--- src/rtl/brb_pkg.sv ---
// Shared types, codes and constants for the circular byte FIFO.
package brb_pkg;

  localparam int DEPTH_DEFAULT     = 32;
  localparam int MAX_BURST_DEFAULT = 8;

  // The store is split into eight byte-wide banks, one per byte lane.
  localparam int LANE_W = 3;
  localparam int LANES  = 2 ** LANE_W;

  localparam int OP_W    = 2;
  localparam int COUNT_W = 4;
  localparam int DATA_W  = 64;
  localparam int CAP_W   = 6;

  localparam logic [OP_W-1:0] OP_WRITE = 2'd0;
  localparam logic [OP_W-1:0] OP_READ  = 2'd1;
  localparam logic [OP_W-1:0] OP_PEEK  = 2'd2;
  localparam logic [OP_W-1:0] OP_FLUSH = 2'd3;

  localparam logic STATUS_DONE   = 1'b0;
  localparam logic STATUS_REJECT = 1'b1;

  typedef struct packed {
    logic [OP_W-1:0]    op;
    logic [COUNT_W-1:0] count;
    logic [DATA_W-1:0]  data_in;
  } cmd_t;

  typedef struct packed {
    logic               status;
    logic [COUNT_W-1:0] got_count;
    logic [DATA_W-1:0]  data_out;
    logic [CAP_W-1:0]   fill_level;
  } rsp_t;

endpackage

--- src/rtl/brb_bank.sv ---
// One byte-wide bank of the FIFO store: one write port, one registered read port.
module brb_bank #(
  parameter int ROW_W = 2
) (
  input  logic             clk,
  input  logic             we,
  input  logic [ROW_W-1:0] waddr,
  input  logic [7:0]       wdata,
  input  logic [ROW_W-1:0] raddr,
  output logic [7:0]       rdata
);

  logic [7:0] mem [2**ROW_W];

  always_ff @(posedge clk) begin
    if (we) begin
      mem[waddr] <= wdata;
    end
  end

  always_ff @(posedge clk) begin
    rdata <= mem[raddr];
  end

endmodule

--- src/rtl/byte_ring_buffer_top.sv ---
// Circular byte FIFO top level: command register, pointer update, banked store, result.
// A command accepted at one edge has its result on the result ports from the next edge,
// strobed by done for one cycle.
// One command is taken in every cycle; busy never rises and the receiver cannot stall,
// so the rate is set by one row access per byte bank in each cycle.
// Reset clears the read pointer, the fill count and the pipeline valids and sets the
// capacity to DEPTH; store contents are not cleared.
module byte_ring_buffer_top #(
  parameter int DEPTH     = brb_pkg::DEPTH_DEFAULT,
  parameter int MAX_BURST = brb_pkg::MAX_BURST_DEFAULT
) (
  input  logic                      clk,
  input  logic                      rst,
  input  logic                      start,
  output logic                      busy,
  input  brb_pkg::cmd_t             cmd,
  output logic                      done,
  output brb_pkg::rsp_t             rsp,
  input  logic                      cfg_valid,
  output logic                      cfg_ready,
  input  logic [brb_pkg::CAP_W-1:0] cfg_data
);

  // Internal ring is a power of two of at least two rows of eight bytes. Bytes are
  // placed by their running position, so no capacity wrap is needed inside it:
  // the fill count never exceeds the capacity, which never exceeds the ring.
  localparam int PW_RAW = $clog2(DEPTH);
  localparam int PW     = (PW_RAW > brb_pkg::LANE_W + 1) ? PW_RAW : brb_pkg::LANE_W + 1;
  localparam int RW     = PW - brb_pkg::LANE_W;
  localparam int CW_RAW = $clog2(DEPTH + 1);
  localparam int CW     = (CW_RAW > brb_pkg::CAP_W) ? CW_RAW : brb_pkg::CAP_W;
  localparam int LW     = brb_pkg::LANE_W;

  assign busy      = 1'b0;
  assign cfg_ready = 1'b1;

  // Command register.
  logic          cmd_valid;
  brb_pkg::cmd_t cmd_r;

  always_ff @(posedge clk) begin
    if (rst) begin
      cmd_valid <= 1'b0;
    end else begin
      cmd_valid <= start && !busy;
    end
  end

  always_ff @(posedge clk) begin
    if (start && !busy) begin
      cmd_r <= cmd;
    end
  end

  // FIFO state.
  logic [CW-1:0] capacity;
  logic [CW-1:0] held;
  logic [PW-1:0] head;
  logic [CW-1:0] held_next;
  logic [PW-1:0] head_next;
  logic [CW-1:0] cap_next;

  logic [brb_pkg::COUNT_W-1:0] cnt;
  logic [brb_pkg::COUNT_W-1:0] got_n;
  logic [brb_pkg::COUNT_W-1:0] n;
  logic [CW-1:0]               free;
  logic                        reject;
  logic                        is_rd;
  logic                        do_write;
  logic [PW-1:0]               wpos;

  always_comb begin
    cnt = (cmd_r.count > brb_pkg::COUNT_W'(MAX_BURST)) ?
          brb_pkg::COUNT_W'(MAX_BURST) : cmd_r.count;
    free   = capacity - held;
    reject = (cmd_r.op == brb_pkg::OP_WRITE) && (free < CW'(cnt));
    is_rd  = (cmd_r.op == brb_pkg::OP_READ) || (cmd_r.op == brb_pkg::OP_PEEK);
    // When the fill count is not above the request it is at most eight, so it fits.
    got_n  = (CW'(cnt) < held) ? cnt : brb_pkg::COUNT_W'(held);
    n      = is_rd ? got_n : '0;
    do_write = cmd_valid && (cmd_r.op == brb_pkg::OP_WRITE) && !reject;
    wpos   = head + PW'(held);

    held_next = held;
    head_next = head;
    if (cmd_valid) begin
      case (cmd_r.op)
        brb_pkg::OP_WRITE: begin
          if (!reject) begin
            held_next = held + CW'(cnt);
          end
        end
        brb_pkg::OP_READ: begin
          held_next = held - CW'(n);
          head_next = head + PW'(n);
        end
        brb_pkg::OP_PEEK: begin
        end
        default: begin
          held_next = '0;
          head_next = '0;
        end
      endcase
    end

    // A capacity write is clamped into range and empties the buffer.
    if (cfg_data == '0) begin
      cap_next = CW'(1);
    end else if (32'(cfg_data) > DEPTH) begin
      cap_next = CW'(DEPTH);
    end else begin
      cap_next = CW'(cfg_data);
    end
  end

  always_ff @(posedge clk) begin
    if (rst) begin
      capacity <= CW'(DEPTH);
      held     <= '0;
      head     <= '0;
    end else if (cfg_valid && cfg_ready) begin
      capacity <= cap_next;
      held     <= '0;
      head     <= '0;
    end else begin
      held <= held_next;
      head <= head_next;
    end
  end

  // Byte banks: lane b holds every byte whose ring position ends in b.
  logic [7:0] rdata [brb_pkg::LANES];

  for (genvar b = 0; b < brb_pkg::LANES; b++) begin : g_bank
    localparam logic [LW-1:0] BL = LW'(b);

    logic [LW-1:0] woff;
    logic          we;
    logic [RW-1:0] waddr;
    logic [7:0]    wdata;
    logic [RW-1:0] raddr;

    always_comb begin
      woff  = BL - wpos[LW-1:0];
      we    = do_write && (brb_pkg::COUNT_W'(woff) < cnt);
      waddr = wpos[PW-1:LW] + RW'(BL < wpos[LW-1:0]);
      wdata = cmd_r.data_in[8*woff +: 8];
      raddr = head[PW-1:LW] + RW'(BL < head[LW-1:0]);
    end

    brb_bank #(
      .ROW_W(RW)
    ) u_bank (
      .clk  (clk),
      .we   (we),
      .waddr(waddr),
      .wdata(wdata),
      .raddr(raddr),
      .rdata(rdata[b])
    );
  end

  // Result register; read data arrives from the banks at the same edge.
  logic                        status_r;
  logic [brb_pkg::COUNT_W-1:0] got_r;
  logic [brb_pkg::CAP_W-1:0]   fill_r;
  logic [LW-1:0]               rot_r;

  always_ff @(posedge clk) begin
    if (rst) begin
      done <= 1'b0;
    end else begin
      done <= cmd_valid;
    end
  end

  always_ff @(posedge clk) begin
    if (cmd_valid) begin
      status_r <= reject ? brb_pkg::STATUS_REJECT : brb_pkg::STATUS_DONE;
      got_r    <= n;
      fill_r   <= brb_pkg::CAP_W'(held_next);
      rot_r    <= head[LW-1:0];
    end
  end

  // Rotate the bank outputs so the oldest byte lands in lane zero.
  always_comb begin
    logic [LW-1:0] lane;
    lane = '0;
    rsp.status     = status_r;
    rsp.got_count  = got_r;
    rsp.fill_level = fill_r;
    rsp.data_out   = '0;
    for (int i = 0; i < brb_pkg::LANES; i++) begin
      lane = rot_r + LW'(i);
      if (brb_pkg::COUNT_W'(i) < got_r) begin
        rsp.data_out[8*i +: 8] = rdata[lane];
      end
    end
  end

endmodule
--- config.mk ---
export PLATFORM = sky130hd
export DESIGN_NAME = byte_ring_buffer_top
export DESIGN_NICKNAME = d
export VERILOG_FILES = /design/src/rtl/brb_pkg.sv /design/src/rtl/brb_bank.sv /design/src/rtl/byte_ring_buffer_top.sv
export SDC_FILE = /design/constraint.sdc
export NUM_CORES = 1
export LEC_CHECK = 0
export BUFFER_PORTS_ARGS = -buffer_cell sky130_fd_sc_hd__buf_4
export CORE_MARGIN = 3
export CORE_UTILIZATION = 35
export CTS_CLUSTER_DIAMETER = 100
export DETAILED_ROUTE_END_ITERATION = 7
export GPL_TIMING_DRIVEN = 0
export PLACE_DENSITY_LB_ADDON = 0.12
export SETUP_SLACK_MARGIN = 0.4
export SLEW_MARGIN = 20
export SYNTH_ARGS = -nofsm -noshare
export SYNTH_HDL_FRONTEND = slang
export SYNTH_SLANG_ARGS = --single-unit
--- constraint.sdc ---
create_clock -name clk -period 4.5 [get_ports clk]
set_input_delay 0.225 -clock clk [delete_from_list [all_inputs] [get_ports clk]]
set_output_delay 0.225 -clock clk [all_outputs]
set_load 0.01 [all_outputs]
==> results by group <==
Outcome
  – Status: finished clean

Clocking
  – Clk sink count: 423
  – CTS tree: done
  – TritonCTS Buffers: 45
  – Worst-path clk slew: 0.06 ns
  – Maximum clock path buffer count: 3
  – Clock root buffer: clkbuf_16
  – H-tree depth: 2
  – Clock latency on the worst-skew pair: 0.58 ns

STA
  – Skew final: 0.0262 ns
  – Worst Max-Slew Pin Slew: 1.12 ns
  – Fin crit share: 0.892
  – Minimum period implied by the final worst setup slack: 4.01 ns
  – Slew margin rel.: 0.253
  – Worst Setup Slack, final: 0.486 ns
  – Max frequency: 249 MHz
  – Count of final setup violators: 0
  – Max-slew violation count: 0
  – RSZ-0062 raised after global routing: yes
  – Setup TNS: 0 ns
  – Final Hold Fails: 0

Layout
  – Final net count: 1,827
  – Finished Cell Area: 26,600 µm²
  – Ratio of cells with drive above 1 in the final layout: 0.365
  – Area grow syn2layout: 26.7%
  – Non-Filler Instances: 2,483
  – Antenna diode count: 0
  – Fillers: 5,191

Critical path
  – Critical path's top delay family: adder cells
  – Setup crit start kind: register
  – CP Data Required Time: 4.79 ns
  – Worst path slowest cell: fa_2
  – Crit path buffers/inverters: 5
  – Setup CP Type: reg -> reg
  – Worst path cell trace: ha_1 -> fa_2 -> clkbuf_4 -> clkbuf_8 -> inv_1 -> ha_1 -> xor2_4 -> buf_8 -> ha_1 -> a21oi_1 -> o21ai_2 -> nor4_4 -> buf_12
  – Critical path arrival: 4.31 ns
  – Worst setup EP type: register
  – Most used cell, CP: ha_1
  – CP Max Fanout: 10
  – Crit-path max cell delay: 0.63 ns

Detailed routing
  – Pre-antenna DRT Iters: 5
  – # DRC: 0
  – Total vias in the final route: 13,245
  – DR WL/cell: 24.9 µm
  – Starting DRT DRC Count: 1,008
  – Final antenna-violating net count: 0
  – Via density: 5.33
  – Final WL: 61,800 µm

Floorplan
  – Initial Utilization: 0.355
  – Die height: 251 µm
  – Core Region: 59,100 µm²
  – Die footprint: 63,000 µm²
  – Die width: 251 µm
  – Io pins: 158
  – Core Rows: 89

Synthesis
  – Post-synthesis cell area: 21,000 µm²
  – Post-Syn Area per Cell: 15.5 µm²
  – Async SR Flop Fraction: 0
  – Post-Synth Adder-Cell Area: 0.0447
  – Syn Nets: 1,503
  – Post-synth EDFFs: 340
  – Compound-cell area share of the yosys netlist: 0.0395
  – Mux share of post-synthesis cell area: 0.245
  – Yosys warnings: 0
  – Cell variety after synth: 53
  – Gate count of the mapped netlist: 1,351
  – Seq/Total Area, Yosys: 0.565
  – Synth Area in XOR/XNOR: 0.0179
  – Synth Area in Simple Gates: 0.0658
  – Largest family of logic cells by synthesized area: multiplexers
  – Seq cells post-synth: 423
  – Post-synth top flop: edfxtp_1

Placed design
  – I/O Buffers: 154
  – Place WS: -1.36 ns
  – Dpl hpwl: 47,200 µm
  – Dpl cells: 2,286
  – Post-DP Area: 23,500 µm²
  – GP Congestion: 0.858

Global route
  – First-pass GRT wire length: 91,000 µm
  – Antenna violations before repair: 9
  – Global-route usage over all layers: 0.197
  – Pin count of the biggest net entering global routing: 72
  – Vias in the first global route: 13,435
  – GRT overflow: 0

Power
  – Tot Pwr: 9.22 mW
  – Max rail drop VDD: 266 µV
  – Cell Pwr Density: 347 nW/µm²
  – Leakage: 9.47 nW

Hold path
  – Hold crit path type: in -> reg

Flow run
  – Max Cap Viol: 0
[final cells by class]
cell class	count	area (µm²)	share of cell area
clock buffers	60	1300	0.0487
well taps	773	967	0.0364
flip-flops and latches	423	11900	0.447
inverters	36	150	0.00565
multi-input cells	820	9200	0.346
repair buffers	277	2420	0.0910
plain buffers	72	430	0.0162
clock inverters	22	244	0.00917
[synth_stat cells, types with 3 or more instances]
cell type	number	area, µm²
buf_1	13	48.8
xnor2_1	17	149
buf_4	5	37.5
a2bb2oi_1	4	35.0
and3_1	4	25.0
a21boi_0	9	67.6
nor4b_1	5	43.8
o31ai_1	4	30.0
inv_1	34	128
o21a_1	7	52.6
buf_2	13	65.1
nor4_1	22	138
ha_1	67	838
dfxtp_1	83	1660
a21oi_1	74	370
o21ai_0	5	25.0
a21o_1	11	82.6
nand3_1	8	40.0
and2_1	4	25.0
mux4_2	192	4320
nand3b_1	6	45.0
o211ai_1	3	22.5
nor2b_1	12	75.1
o22ai_1	4	25.0
xor2_1	24	210
mux2i_1	27	270
clkbuf_1	39	146
or2_2	3	18.8
nor2_1	46	173
nand2_1	168	631
nand2b_1	15	93.8
edfxtp_1	340	10200
mux2_2	48	541
fa_1	5	100
[state kept, by name, summed over array words and instances (netlist names)]
| name | flops |
|---|---|
| cmd_r | 70 |
| done | 1 |
| g_bank.u_bank.rdata | 64 |
| g_bank.u_bank.mem | 256 |
| cmd_valid | 1 |
| status_r | 1 |
| fill_r | 6 |
| got_r | 4 |
| held | 6 |
| head | 5 |
| capacity | 6 |
| rot_r | 3 |
[placed cells by master, fill, tap and decap left out, drive strengths merged, types with 46 or more instances in the layout]
cell         Yosys  layout
edfxtp         340     340
buf             33     236
mux4           192     192
nand2          168     168
clkbuf          39      96
dfxtp           83      83
dlygate4sd3      0      77
a21oi           74      74
ha              67      67
mux2            48      48
nor2            46      46
[report_power, final]
part / switching [mW] / leakage (nW) / total [mW] / internal (mW)
sequential: 0.0859 / 3.82 / 4.44 / 4.35
combinational: 0.533 / 4.89 / 0.982 / 0.449
clock: 1.53 / 0.756 / 3.80 / 2.27
total: 2.15 / 9.47 / 9.22 / 7.07
[worst paths after layout]
path / endpoint / cells after the start / slack [ns] / startpoint
setup / recovery: g_bank[0].u_bank.mem[0][5]$_DFFE_PP_ / 13 / 0.49 / held[0]$_SDFF_PP0_
hold / removal: cmd_valid$_SDFF_PP0_ / 2 / 0.03 / rst
setup reg to reg: g_bank[0].u_bank.mem[0][5]$_DFFE_PP_ / 13 / 0.49 / held[0]$_SDFF_PP0_
hold reg to reg: capacity[3]$_SDFFE_PP0P_ / 2 / 0.48 / capacity[3]$_SDFFE_PP0P_
[metal layers]
metal  track usage  up-vias  wire length [µm]
met1         0.279     6732             28100
met2         0.322      478             29200
met3        0.0287       66              3200
met5             0        -                 0
met4        0.0481        0              1300
li1              -     5969                 -
[stage by stage]
step	hold slack [ns]	utilization
4_1_cts	0.0105	0.448
6_report	0.0291	0.450
2_1_floorplan	0.324	-
5_1_grt	0.0691	0.450
3_5_place_dp	0.404	0.397
3_3_place_gp	0.404	0.395
[what timing repair did]
item                                    4_1_cts  5_1_grt
pin swaps                                    27        4
endpoints found under the setup margin      424      242
endpoints found under the hold margin        77        0
setup buffers                                32        6
resized for setup                            84       25
hold buffers                                 77        0
[cell families (layout without fill, tap and decap cells)]
| kind of cell | Yosys count | count (layout) |
|---|---|---|
| xor+xnor | 42 | 42 |
| other cells | 2 | 2 |
| simple gates | 302 | 302 |
| fa+ha+maj | 72 | 72 |
| mux | 267 | 267 |
| buf+inv | 108 | 467 |
| flops | 423 | 423 |
| compound gates | 135 | 135 |
Power figures use the tool's default switching activity.
